## src/rtl/core/rpsd_pkg.sv

```systemverilog
`default_nettype none

package rpsd_pkg;

  localparam int unsigned QUEUE_DEPTH = 4;

  localparam logic [7:0] HDR_RUN_FLAG = 8'h80;
  localparam logic [7:0] HDR_LEN_MASK = 8'h7F;

  typedef enum logic [2:0] {
    PhHeader = 3'b001,
    PhLow    = 3'b010,
    PhHigh   = 3'b100
  } phase_e;

  typedef struct packed {
    logic [15:0] pixel_value;
    logic [7:0]  repeat_count;
    logic        image_end;
    logic        truncated;
  } result_t;

endpackage

`default_nettype wire

```

## src/rtl/core/rpsd_front.sv

```systemverilog
`default_nettype none

module rpsd_front (
  input  wire                   clk_i,
  input  wire                   rst_ni,
  input  wire                   fire_i,
  input  wire  [7:0]            stream_byte_i,
  input  wire                   stream_end_i,
  output logic                  push_o,
  output rpsd_pkg::result_t     push_data_o
);

  rpsd_pkg::phase_e phase_q, phase_d;
  logic             run_q, run_d;
  logic [7:0]       count_q, count_d;
  logic [7:0]       low_q, low_d;
  logic [15:0]      pix;
  logic [7:0]       cnt;
  logic             done;

  always_comb begin
    phase_d     = phase_q;
    run_d       = run_q;
    count_d     = count_q;
    low_d       = low_q;
    push_o      = 1'b0;
    push_data_o = '0;
    pix         = {stream_byte_i, low_q};
    cnt         = 8'd1;
    done        = 1'b1;
    if (fire_i) begin
      case (phase_q)
        rpsd_pkg::PhLow: begin
          low_d   = stream_byte_i;
          phase_d = rpsd_pkg::PhHigh;
          if (stream_end_i) begin
            phase_d = rpsd_pkg::PhHeader;
            run_d   = 1'b0;
            count_d = '0;
            push_o  = 1'b1;
            push_data_o.image_end = 1'b1;
            push_data_o.truncated = 1'b1;
          end
        end
        rpsd_pkg::PhHigh: begin
          if (run_q) begin
            cnt  = count_q;
            done = 1'b1;
          end else begin
            cnt  = 8'd1;
            done = (count_q <= 8'd1);
          end
          push_o = 1'b1;
          if (stream_end_i || done) begin
            phase_d = rpsd_pkg::PhHeader;
            run_d   = 1'b0;
            count_d = '0;
          end else begin
            phase_d = rpsd_pkg::PhLow;
            count_d = count_q - 8'd1;
          end
          if (stream_end_i && !done) begin
            push_data_o.image_end = 1'b1;
            push_data_o.truncated = 1'b1;
          end else begin
            push_data_o.pixel_value  = pix;
            push_data_o.repeat_count = cnt;
            push_data_o.image_end    = stream_end_i;
          end
        end
        default: begin
          run_d = (stream_byte_i & rpsd_pkg::HDR_RUN_FLAG) != '0;
          if (run_d) begin
            count_d = (stream_byte_i & rpsd_pkg::HDR_LEN_MASK) + 8'd1;
          end else begin
            count_d = stream_byte_i + 8'd1;
          end
          phase_d = rpsd_pkg::PhLow;
          if (stream_end_i) begin
            phase_d = rpsd_pkg::PhHeader;
            run_d   = 1'b0;
            count_d = '0;
            push_o  = 1'b1;
            push_data_o.image_end = 1'b1;
            push_data_o.truncated = 1'b1;
          end
        end
      endcase
    end
  end

  always_ff @(posedge clk_i or negedge rst_ni) begin
    if (!rst_ni) begin
      phase_q <= rpsd_pkg::PhHeader;
      run_q   <= 1'b0;
      count_q <= '0;
    end else begin
      phase_q <= phase_d;
      run_q   <= run_d;
      count_q <= count_d;
    end
  end

  always_ff @(posedge clk_i) begin
    low_q <= low_d;
  end

endmodule

`default_nettype wire

```

## src/rtl/core/rpsd_queue.sv

```systemverilog
`default_nettype none

module rpsd_queue #(
  parameter int unsigned Depth = rpsd_pkg::QUEUE_DEPTH
) (
  input  wire                   clk_i,
  input  wire                   rst_ni,
  input  wire                   push_i,
  input  rpsd_pkg::result_t     push_data_i,
  input  wire                   pop_i,
  output logic                  full_o,
  output logic                  valid_o,
  output rpsd_pkg::result_t     rd_data_o
);

  localparam int unsigned PtrW = (Depth > 1) ? $clog2(Depth) : 1;
  localparam int unsigned CntW = $clog2(Depth + 1);
  localparam logic [PtrW-1:0] LastPtr = PtrW'(Depth - 1);
  localparam logic [CntW-1:0] FullCnt = CntW'(Depth);

  rpsd_pkg::result_t mem_q [Depth];
  logic [PtrW-1:0]   wr_ptr_q, wr_ptr_d;
  logic [PtrW-1:0]   rd_ptr_q, rd_ptr_d;
  logic [CntW-1:0]   cnt_q, cnt_d;
  logic              do_push, do_pop;

  assign full_o    = (cnt_q == FullCnt);
  assign valid_o   = (cnt_q != '0);
  assign rd_data_o = mem_q[rd_ptr_q];
  assign do_push   = push_i && !full_o;
  assign do_pop    = pop_i && valid_o;

  always_comb begin
    wr_ptr_d = wr_ptr_q;
    rd_ptr_d = rd_ptr_q;
    cnt_d    = cnt_q;
    if (do_push) begin
      wr_ptr_d = (wr_ptr_q == LastPtr) ? '0 : wr_ptr_q + PtrW'(1);
    end
    if (do_pop) begin
      rd_ptr_d = (rd_ptr_q == LastPtr) ? '0 : rd_ptr_q + PtrW'(1);
    end
    if (do_push && !do_pop) begin
      cnt_d = cnt_q + CntW'(1);
    end else if (do_pop && !do_push) begin
      cnt_d = cnt_q - CntW'(1);
    end
  end

  always_ff @(posedge clk_i or negedge rst_ni) begin
    if (!rst_ni) begin
      wr_ptr_q <= '0;
      rd_ptr_q <= '0;
      cnt_q    <= '0;
    end else begin
      wr_ptr_q <= wr_ptr_d;
      rd_ptr_q <= rd_ptr_d;
      cnt_q    <= cnt_d;
    end
  end

  always_ff @(posedge clk_i) begin
    if (do_push) begin
      mem_q[wr_ptr_q] <= push_data_i;
    end
  end

endmodule

`default_nettype wire

```

## src/rtl/core/rpsd_back.sv

```systemverilog
`default_nettype none

module rpsd_back (
  input  wire                   clk_i,
  input  wire                   rst_ni,
  input  wire                   q_valid_i,
  input  rpsd_pkg::result_t     q_data_i,
  output logic                  q_pop_o,
  input  wire                   out_ready_i,
  output logic                  out_valid_o,
  output rpsd_pkg::result_t     out_data_o
);

  logic              valid_q, valid_d;
  rpsd_pkg::result_t data_q;

  assign q_pop_o     = q_valid_i && (!valid_q || out_ready_i);
  assign out_valid_o = valid_q;
  assign out_data_o  = data_q;

  always_comb begin
    valid_d = valid_q;
    if (q_pop_o) begin
      valid_d = 1'b1;
    end else if (out_ready_i) begin
      valid_d = 1'b0;
    end
  end

  always_ff @(posedge clk_i or negedge rst_ni) begin
    if (!rst_ni) begin
      valid_q <= 1'b0;
    end else begin
      valid_q <= valid_d;
    end
  end

  always_ff @(posedge clk_i) begin
    if (q_pop_o) begin
      data_q <= q_data_i;
    end
  end

endmodule

`default_nettype wire

```

## src/rtl/core/rle_pixel_stream_decoder.sv

```systemverilog
// Run-length decoder for a byte stream of 16-bit pixels.
// Input channel: one compressed byte per transaction (stream_byte_i), with
// stream_end_i flagging the last byte of the image; valid/ready handshake.
// Output channel: run descriptors (pixel_value_o, repeat_count_o) with
// image_end_o on the descriptor caused by the last byte and truncated_o
// when the image ended inside an unfinished token; valid/ready handshake.
// Header and low-byte transactions produce no descriptor unless flagged last.
// Throughput: one input byte per cycle, sustained while the queue is not full.
// Path: the parser is combinational and writes the queue at the edge that
// accepts the byte completing a descriptor; out_valid_o rises when the
// output register takes that descriptor from the queue.
// The parser writes into a QueueDepth-entry queue; the output register
// drains it. When the receiver stalls the queue fills, and in_ready_o drops
// only once the queue is full.
// Reset: parser returns to expecting a header byte, queue and output
// register are emptied; no clearing sweep is needed.
`default_nettype none

module rle_pixel_stream_decoder #(
  parameter int unsigned QueueDepth = rpsd_pkg::QUEUE_DEPTH
) (
  input  wire          clk_i,
  input  wire          rst_ni,
  input  wire          in_valid_i,
  output logic         in_ready_o,
  input  wire  [7:0]   stream_byte_i,
  input  wire          stream_end_i,
  output logic         out_valid_o,
  input  wire          out_ready_i,
  output logic [15:0]  pixel_value_o,
  output logic [7:0]   repeat_count_o,
  output logic         image_end_o,
  output logic         truncated_o
);

  logic              fire;
  logic              push;
  rpsd_pkg::result_t push_data;
  logic              q_full;
  logic              q_valid;
  rpsd_pkg::result_t q_data;
  logic              q_pop;
  rpsd_pkg::result_t out_data;

  assign in_ready_o = !q_full;
  assign fire       = in_valid_i && in_ready_o;

  rpsd_front u_front (
    .clk_i         (clk_i),
    .rst_ni        (rst_ni),
    .fire_i        (fire),
    .stream_byte_i (stream_byte_i),
    .stream_end_i  (stream_end_i),
    .push_o        (push),
    .push_data_o   (push_data)
  );

  rpsd_queue #(
    .Depth (QueueDepth)
  ) u_queue (
    .clk_i       (clk_i),
    .rst_ni      (rst_ni),
    .push_i      (push),
    .push_data_i (push_data),
    .pop_i       (q_pop),
    .full_o      (q_full),
    .valid_o     (q_valid),
    .rd_data_o   (q_data)
  );

  rpsd_back u_back (
    .clk_i       (clk_i),
    .rst_ni      (rst_ni),
    .q_valid_i   (q_valid),
    .q_data_i    (q_data),
    .q_pop_o     (q_pop),
    .out_ready_i (out_ready_i),
    .out_valid_o (out_valid_o),
    .out_data_o  (out_data)
  );

  assign pixel_value_o  = out_data.pixel_value;
  assign repeat_count_o = out_data.repeat_count;
  assign image_end_o    = out_data.image_end;
  assign truncated_o    = out_data.truncated;

`ifndef SYNTHESIS
  a_trunc_shape: assert property (@(posedge clk_i) disable iff (!rst_ni)
    out_valid_o && truncated_o |->
      image_end_o && repeat_count_o == 8'd0 && pixel_value_o == 16'd0)
    else $error("truncation descriptor malformed");

  a_count_nonzero: assert property (@(posedge clk_i) disable iff (!rst_ni)
    out_valid_o && !truncated_o |-> repeat_count_o != 8'd0)
    else $error("zero repeat count on a pixel descriptor");

  a_count_range: assert property (@(posedge clk_i) disable iff (!rst_ni)
    out_valid_o |-> repeat_count_o <= 8'd128)
    else $error("repeat count above 128");
`endif

endmodule

`default_nettype wire

```

## config.mk

```make
export PLATFORM = sky130hd
export DESIGN_NAME = rle_pixel_stream_decoder
export DESIGN_NICKNAME = d
export VERILOG_FILES = /design/src/rtl/core/rpsd_pkg.sv /design/src/rtl/core/rpsd_front.sv /design/src/rtl/core/rpsd_queue.sv /design/src/rtl/core/rpsd_back.sv /design/src/rtl/core/rle_pixel_stream_decoder.sv
export SDC_FILE = /design/constraint.sdc
export NUM_CORES = 1
export LEC_CHECK = 0
export BUFFER_PORTS_ARGS = -buffer_cell sky130_fd_sc_hd__buf_2
export CORE_MARGIN = 2
export CORE_UTILIZATION = 65
export DETAILED_ROUTE_END_ITERATION = 6
export PLACE_DENSITY = 0.85
export SLEW_MARGIN = 0
export SYNTH_ARGS = -nofsm -noshare
export SYNTH_HDL_FRONTEND = slang
export SYNTH_HIERARCHICAL = 1
export SYNTH_SLANG_ARGS = --single-unit
export TNS_END_PERCENT = 1
```

## constraint.sdc

```tcl
create_clock -name clk_i -period 8.33 [get_ports clk_i]
set_input_delay 0.4165 -clock clk_i [delete_from_list [all_inputs] [get_ports clk_i]]
set_output_delay 0.4165 -clock clk_i [all_outputs]
set_load 0.05 [all_outputs]
```

=== Word level (Yosys, flattened, before mapping) ===
Memories as Yosys holds them, arrays and structs flattened. A register that Yosys moved wholly into a read port is not among the register bits.
Cells that the tools add are included.

* Register bits: 28
* RAM bits: 104
* Memories: 1

{| class="wikitable"
|+ Memories
! memory !! words !! bits a word !! rd ports !! clocked after memory_dff !! write ports !! RTL line !! RTL
|-
| u_queue.mem_q || 4 || 26 || 1 || 1 || 1 || rpsd_queue.sv:21 || <nowiki>rpsd_pkg::result_t mem_q [Depth];</nowiki>
|}

* Add/sub/neg operators: 7
* Order comparisons: 1
* Equal/unequal tests: 7
* Muxes and demuxes: 35
* Reductions and logical operators: 20

{| class="wikitable"
|+ Operators by type and width
! kind !! count
|-
| $mux 24 || 2
|-
| $mux 8 || 5
|-
| $mux 26 || 1
|-
| $pmux 8 s2 || 1
|-
| $mux 1 || 15
|-
| $mux 2 || 6
|-
| $mux 3 || 3
|-
| $add 7x1->8 const B || 1
|-
| $add 8x1->8 const B || 1
|-
| $le 8x1->1 const B || 1
|-
| $sub 8x1->8 const B || 1
|-
| $logic_and 1x1->1 || 7
|-
| $eq 3x3->1 const B || 2
|-
| $pmux 3 s2 || 1
|-
| $logic_not 1->1 || 5
|-
| $add 2x1->2 const B || 2
|-
| $eq 2x2->1 const B || 2
|-
| $reduce_and 2->1 || 2
|-
| $reduce_bool 2->1 || 2
|-
| $add 3x1->3 const B || 1
|-
| $eq 3x2->1 const B || 1
|-
| $reduce_and 3->1 || 1
|-
| $reduce_bool 3->1 || 1
|-
| $sub 3x1->3 const B || 1
|-
| other kinds (4) || 5
|}

=== Longest topological paths before layout ===
* Depth after elaboration: 9
* Gate-level depth with buffers: 13
* Gate-level depth less buffers: 11

=== Cells and area by module ===
Netlist, hierarchy kept.

{| class="wikitable"
|+ By module, submodules not included
! module !! times used !! cells an instance !! area an instance (sq um)
|-
| rpsd_queue || 1 || 173 || 4260.3
|-
| rpsd_front || 1 || 145 || 1375.1
|-
| rpsd_back || 1 || 30 || 824.5
|-
| rle_pixel_stream_decoder || 1 || 2 || 10.0
|}

=== Worst setup path before layout ===
OpenSTA, ideal clock, no wires.

* Kind: reg-to-reg
* Start: reg u_back.valid_q, in the netlist u_back/out_valid_o
* End: reg u_queue.cnt_q[1]
* Arrival: 2.504 ns
* Path slack: 5.701 ns
* Stages on the path, launching flop included: 8
* Cells stage by stage: dfrtp_1 -> nand2b_1 -> and2_1 -> nand2_2 -> ha_1 -> inv_1 -> fa_1 -> mux2_2

* Word-level cells in the longest chain between the ends: 7
* Elaborated cells on any way between the ends: 9
* Classes of those cells: mux: 1; reduce/logical: 8

{| class="wikitable"
|+ RTL lines
! what !! RTL line !! RTL
|-
| from (decl) || rpsd_back.sv:14 || <nowiki>logic valid_q, valid_d;</nowiki>
|-
| from (signal assigned) || rpsd_back.sv:34 || <nowiki>valid_q <= valid_d;</nowiki>
|-
| $logic_not 1->1 || rpsd_back.sv:17 || <nowiki>assign q_pop_o = q_valid_i && (!valid_q || out_ready_i);</nowiki>
|-
| $logic_or 1x1->1 || rpsd_back.sv:17 ||
|-
| $logic_and 1x1->1 || rpsd_back.sv:17 ||
|-
| net q_pop || rle_pixel_stream_decoder.sv:42 || <nowiki>logic q_pop;</nowiki>
|-
| $logic_and 1x1->1 || rpsd_queue.sv:31 || <nowiki>assign do_pop = pop_i && valid_o;</nowiki>
|-
| $logic_not 1->1 || rpsd_queue.sv:43 || <nowiki>if (do_push && !do_pop) begin</nowiki>
|-
| $logic_and 1x1->1 || rpsd_queue.sv:43 ||
|-
| $mux 3 || rpsd_queue.sv:43 ||
|-
| net u_queue.cnt_d[1] || rpsd_queue.sv:24 || <nowiki>logic [CntW-1:0] cnt_q, cnt_d;</nowiki>
|-
| to (signal assigned) || rpsd_queue.sv:58 || <nowiki>cnt_q <= cnt_d;</nowiki>
|-
| to (decl) || rpsd_queue.sv:24 ||
|}

The timed path passes the listed nets, and every way through them passes these cells.
A chain may end at the register's enable or synchronous reset.

=== Worst setup path in the final report ===
* Start: reg u_queue.cnt_q[2]
* End: reg u_queue.cnt_q[2]

* Word-level cells in the longest chain between the ends: 8
* Elaborated cells on any way between the ends: 17
* Classes of those cells: add/sub: 2; eq/ne: 1; mux: 3; reduce/logical: 11

{| class="wikitable"
|+ RTL lines
! what !! RTL line !! RTL
|-
| $eq 3x3->1 * || rpsd_queue.sv:27 || <nowiki>assign full_o = (cnt_q == FullCnt);</nowiki>
|-
| net q_full || rle_pixel_stream_decoder.sv:39 || <nowiki>logic q_full;</nowiki>
|-
| $logic_not 1->1 * || rle_pixel_stream_decoder.sv:45 || <nowiki>assign in_ready_o = !q_full;</nowiki>
|-
| $logic_and 1x1->1 * || rle_pixel_stream_decoder.sv:46 || <nowiki>assign fire = in_valid_i && in_ready_o;</nowiki>
|-
| net fire || rle_pixel_stream_decoder.sv:36 || <nowiki>logic fire;</nowiki>
|-
| $mux 1 * || rpsd_front.sv:31 || <nowiki>if (fire_i) begin</nowiki>
|-
| net push || rle_pixel_stream_decoder.sv:37 || <nowiki>logic push;</nowiki>
|-
| $logic_and 1x1->1 * || rpsd_queue.sv:30 || <nowiki>assign do_push = push_i && !full_o;</nowiki>
|-
| $logic_not 1->1 || rpsd_queue.sv:45 || <nowiki>end else if (do_pop && !do_push) begin</nowiki>
|-
| $logic_and 1x1->1 || rpsd_queue.sv:45 ||
|-
| $reduce_bool 2->1 (no source line) || n/a ||
|}

The timed path passes the listed nets; every way through them passes the cells marked *. The select of a mux whose other input is x is not followed.

==> impl_metrics.ini <==
[status]
outcome = finished, final reports clean

[floorplanning]
fp.dieArea_um2 = 10770
die_w_um = 103.8
start_util_pct = 66.50
rows = 36
dieHeight_um = 103.8
core_area_um2 = 9729
io_pins = 41

[synth]
synth-edff-count = 138
synth_area_leader_cell = edfxtp_1
synth_nets = 373
syn_inst = 350
ys_top_cells_by_area = edfxtp_1 64%, dfrtp_1 7.3%, mux4_2 6.3%
ys_warn_count = 6
synthArstFlopShare_pct = 12.66
synth-seq-cells = 158
synth_ff_type = edfxtp_1
synth.avg_cell_area_um2 = 18.49
ys_types = 57
synth-seq-area-share_pct = 71.80
mappedNetlistArea_um2 = 6470
synth_top_area_share_pct = 64.05

[job]
max-cap-violations = 0

[placement]
dp_hpwl_um = 7312
gp_congestion = 0.9057
port_buffers = 40

[sta]
finalCriticalPeriod_ns = 3.293
fmax_ghz = 0.3037
period_share_pct = 39.53
setup_tns_ns = 0
final-setup-viol-count = 0
tightest_slew_ns = 0.6620
finalHoldViolations = 0
drv_slew = 0
rsz0062_at_grt = no
slew-limit-headroom_pct = 55.53
finalClockSkew_ns = 0.006718

[routing]
ant_nets = 0
drt_iter0_drc = 286
viasPerCell = 6.031
wl_um = 11650
post-route-drc-count = 0
dr.pass1.iters = 5
vias = 3341
wl_per_cell_um = 21.03

[cells_and_area]
area_growth_pct = 13.36
drive_above_1_share_pct = 27.55
nets = 431
multi_input_area_um2 = 1657
num-fill-cells = 588
num_antenna_cells = 0
finish.utilization_pct = 75.39
area.sequential_um2 = 4646

[worst_setup_path]
startpoint_type = register
arrival_ns = 3.74
end_kind = register
ff2ff_path_depth = 11
slowest_delay_ns = 0.46
worstSetupPathType = reg -> reg
critPathMaxFanout = 9
path_cells = nor3b_2, nor2b_1, nand2_1, nand2_1, nor2b_1, ha_1, inv_1, fa_1, xor2_1, nor2_1, xor2_1
critical_path.slowest_cell = nor2b_1
worstPathRequired_ns = 8.77

[clock_network]
cts-buffers-inserted = 17
htree_levels = 4
cts.sinks = 158
clock_path_buffers = 2
root_buffer = clkbuf_8
post_cts_buffers = 0
cts_hold_buf = 1
cts-resized-gates = 0
clk_latency_ns = 0.52
clkSlewWorstSetupHoldPaths_ns = 0.06
cts_tree = built

[pwr]
powerDensity_nw_per_um2 = 370.7
p_leak_nw = 2.618
switching_share_pct = 35.72
internal_power_mw = 1.748
clkPwrFrac_pct = 24.9
ir_drop_mv = 0.2277
p_seq_share_pct = 42.7
p_sw_mw = 0.9710
power_frac_comb_pct = 32.4

[global_routing]
antenna_found_initial = 0
grt_pass1_wl_um = 19040
grt.overflow.total = 0
grt_max_degree = 30
grt_util_all_layers_pct = 23.95
grt_pass1_vias = 3460

[min_path]
hold_depth = 1
hold_path_class = in -> reg
## state kept, by name (all words and copies together) (netlist names)
name	cells
u_back/out_data_o	26
u_back/out_valid_o	1
u_front/count_q	8
u_front/low_q	8
u_front/phase_q	3
u_front/run_q	1
u_queue/cnt_q	3
u_queue/mem_q	104
u_queue/rd_ptr_q	2
u_queue/wr_ptr_q	2
## routing by layer
layer / up-vias / part of all wire, % / global-route usage, %
met5: - / 0 / 0
met4: 0 / 1.6 / 8.205
met3: 17 / 6.1 / 6.545
met2: 127 / 52 / 38.98
met1: 1681 / 41 / 31.86
li1: 1516 / - / -
## cells in the final DEF, fill, tap and decap left out, drive strengths merged, types with 5 or more instances in the layout
master    count
clkinv        5
clkinvlp      5
edfxtp      138
o21ai         7
nor3          7
mux2          5
nand3         7
clkbuf       17
xor2          5
ha            9
a31oi         6
mux4         26
and2         24
inv          21
dfrtp        19
nor2         14
nand2         9
buf          49
## synth_stat cells (2+ instances only)
master / instances
o32a_1: 2
a32oi_1: 3
dfrtp_1: 19
inv_1: 15
nor2b_1: 2
mux4_2: 18
xnor2_1: 3
nand3_1: 7
nor2_1: 13
buf_4: 2
a21oi_1: 2
nor3_1: 6
nand4_1: 3
o21ai_0: 6
o21a_1: 2
o22ai_1: 3
buf_12: 2
edfxtp_1: 138
mux2_2: 3
or3_1: 2
o211ai_1: 2
nor3b_2: 2
or4_1: 2
buf_2: 3
xor2_1: 5
ha_1: 9
buf_6: 3
nand2_1: 8
mux4_1: 8
nand2b_1: 2
and2_1: 24
a31oi_1: 5
mux2_4: 2
## through the flow
step / setup WS (ns) / power, mW / cells / hold WS [ns] / instance area, um2
floorplan: 5.701 / 1.872 / 350 / 0.1209 / 6470
global placement: 5.249 / 2.026 / 521 / 0.3935 / 6797
detailed placement: 5.065 / 2.057 / 521 / 0.3922 / 6797
CTS: 5.027 / 2.742 / 554 / 0.1042 / 7335
global route: 4.763 / 2.845 / 554 / 0.1162 / 7335
finish: 5.037 / 2.719 / 554 / 0.1349 / 7335
## critical path: cells and delay by family (launching register included)
family	cells	cell delay (ns)
buf+inv	1	0.07
fa+ha+maj	2	0.72
xor+xnor	2	0.34
flops	1	0.40
simple gates	6	1.69
## power groups by stage
stage	registers, mW	logic (mW)	clock network, mW
final	1.16	0.880	0.678
after global routing	1.18	0.945	0.722
after CTS	1.16	0.887	0.693
after detailed placement	1.17	0.884	0
after global placement	1.16	0.865	0
after floorplan	1.38	0.494	0
## layout make-up
type	count	share of cell area, %
Clock buffer	17	5.647
Inverter	16	0.8188
Clock inverter	15	1.552
Timing Repair Buffer	50	3.787
Multi-Input combinational cell	165	22.59
Tap cell	133	2.269
Sequential cell	158	63.34
## cells by family after synthesis
family                     share of synthesized area (%)
muxes                                              10.50
xor gates and xnor gates                           1.083
adders and majority gates                          2.050
buffers and inverters                              2.591
DFF                                                71.80
AOI/OAI and AO/OA                                  4.177
and+or+nand+nor                                    7.794
## final timing paths
path / startpoint / to / slack (ns)
worst min-delay path: stream_byte_i[5] / u_front/low_q[5] / 0.13
max in group asynchronous: rst_ni / u_front/phase_q[0] / 7.59
min in group asynchronous: rst_ni / u_back/out_valid_o / 0.38
worst min register to register: u_queue/cnt_q[2] / u_queue/cnt_q[2] / 0.49
worst max register to register: u_queue/cnt_q[2] / u_queue/cnt_q[2] / 5.04
worst max-delay path: u_queue/cnt_q[2] / u_queue/cnt_q[2] / 5.04
Power figures use the tool's default switching activity.
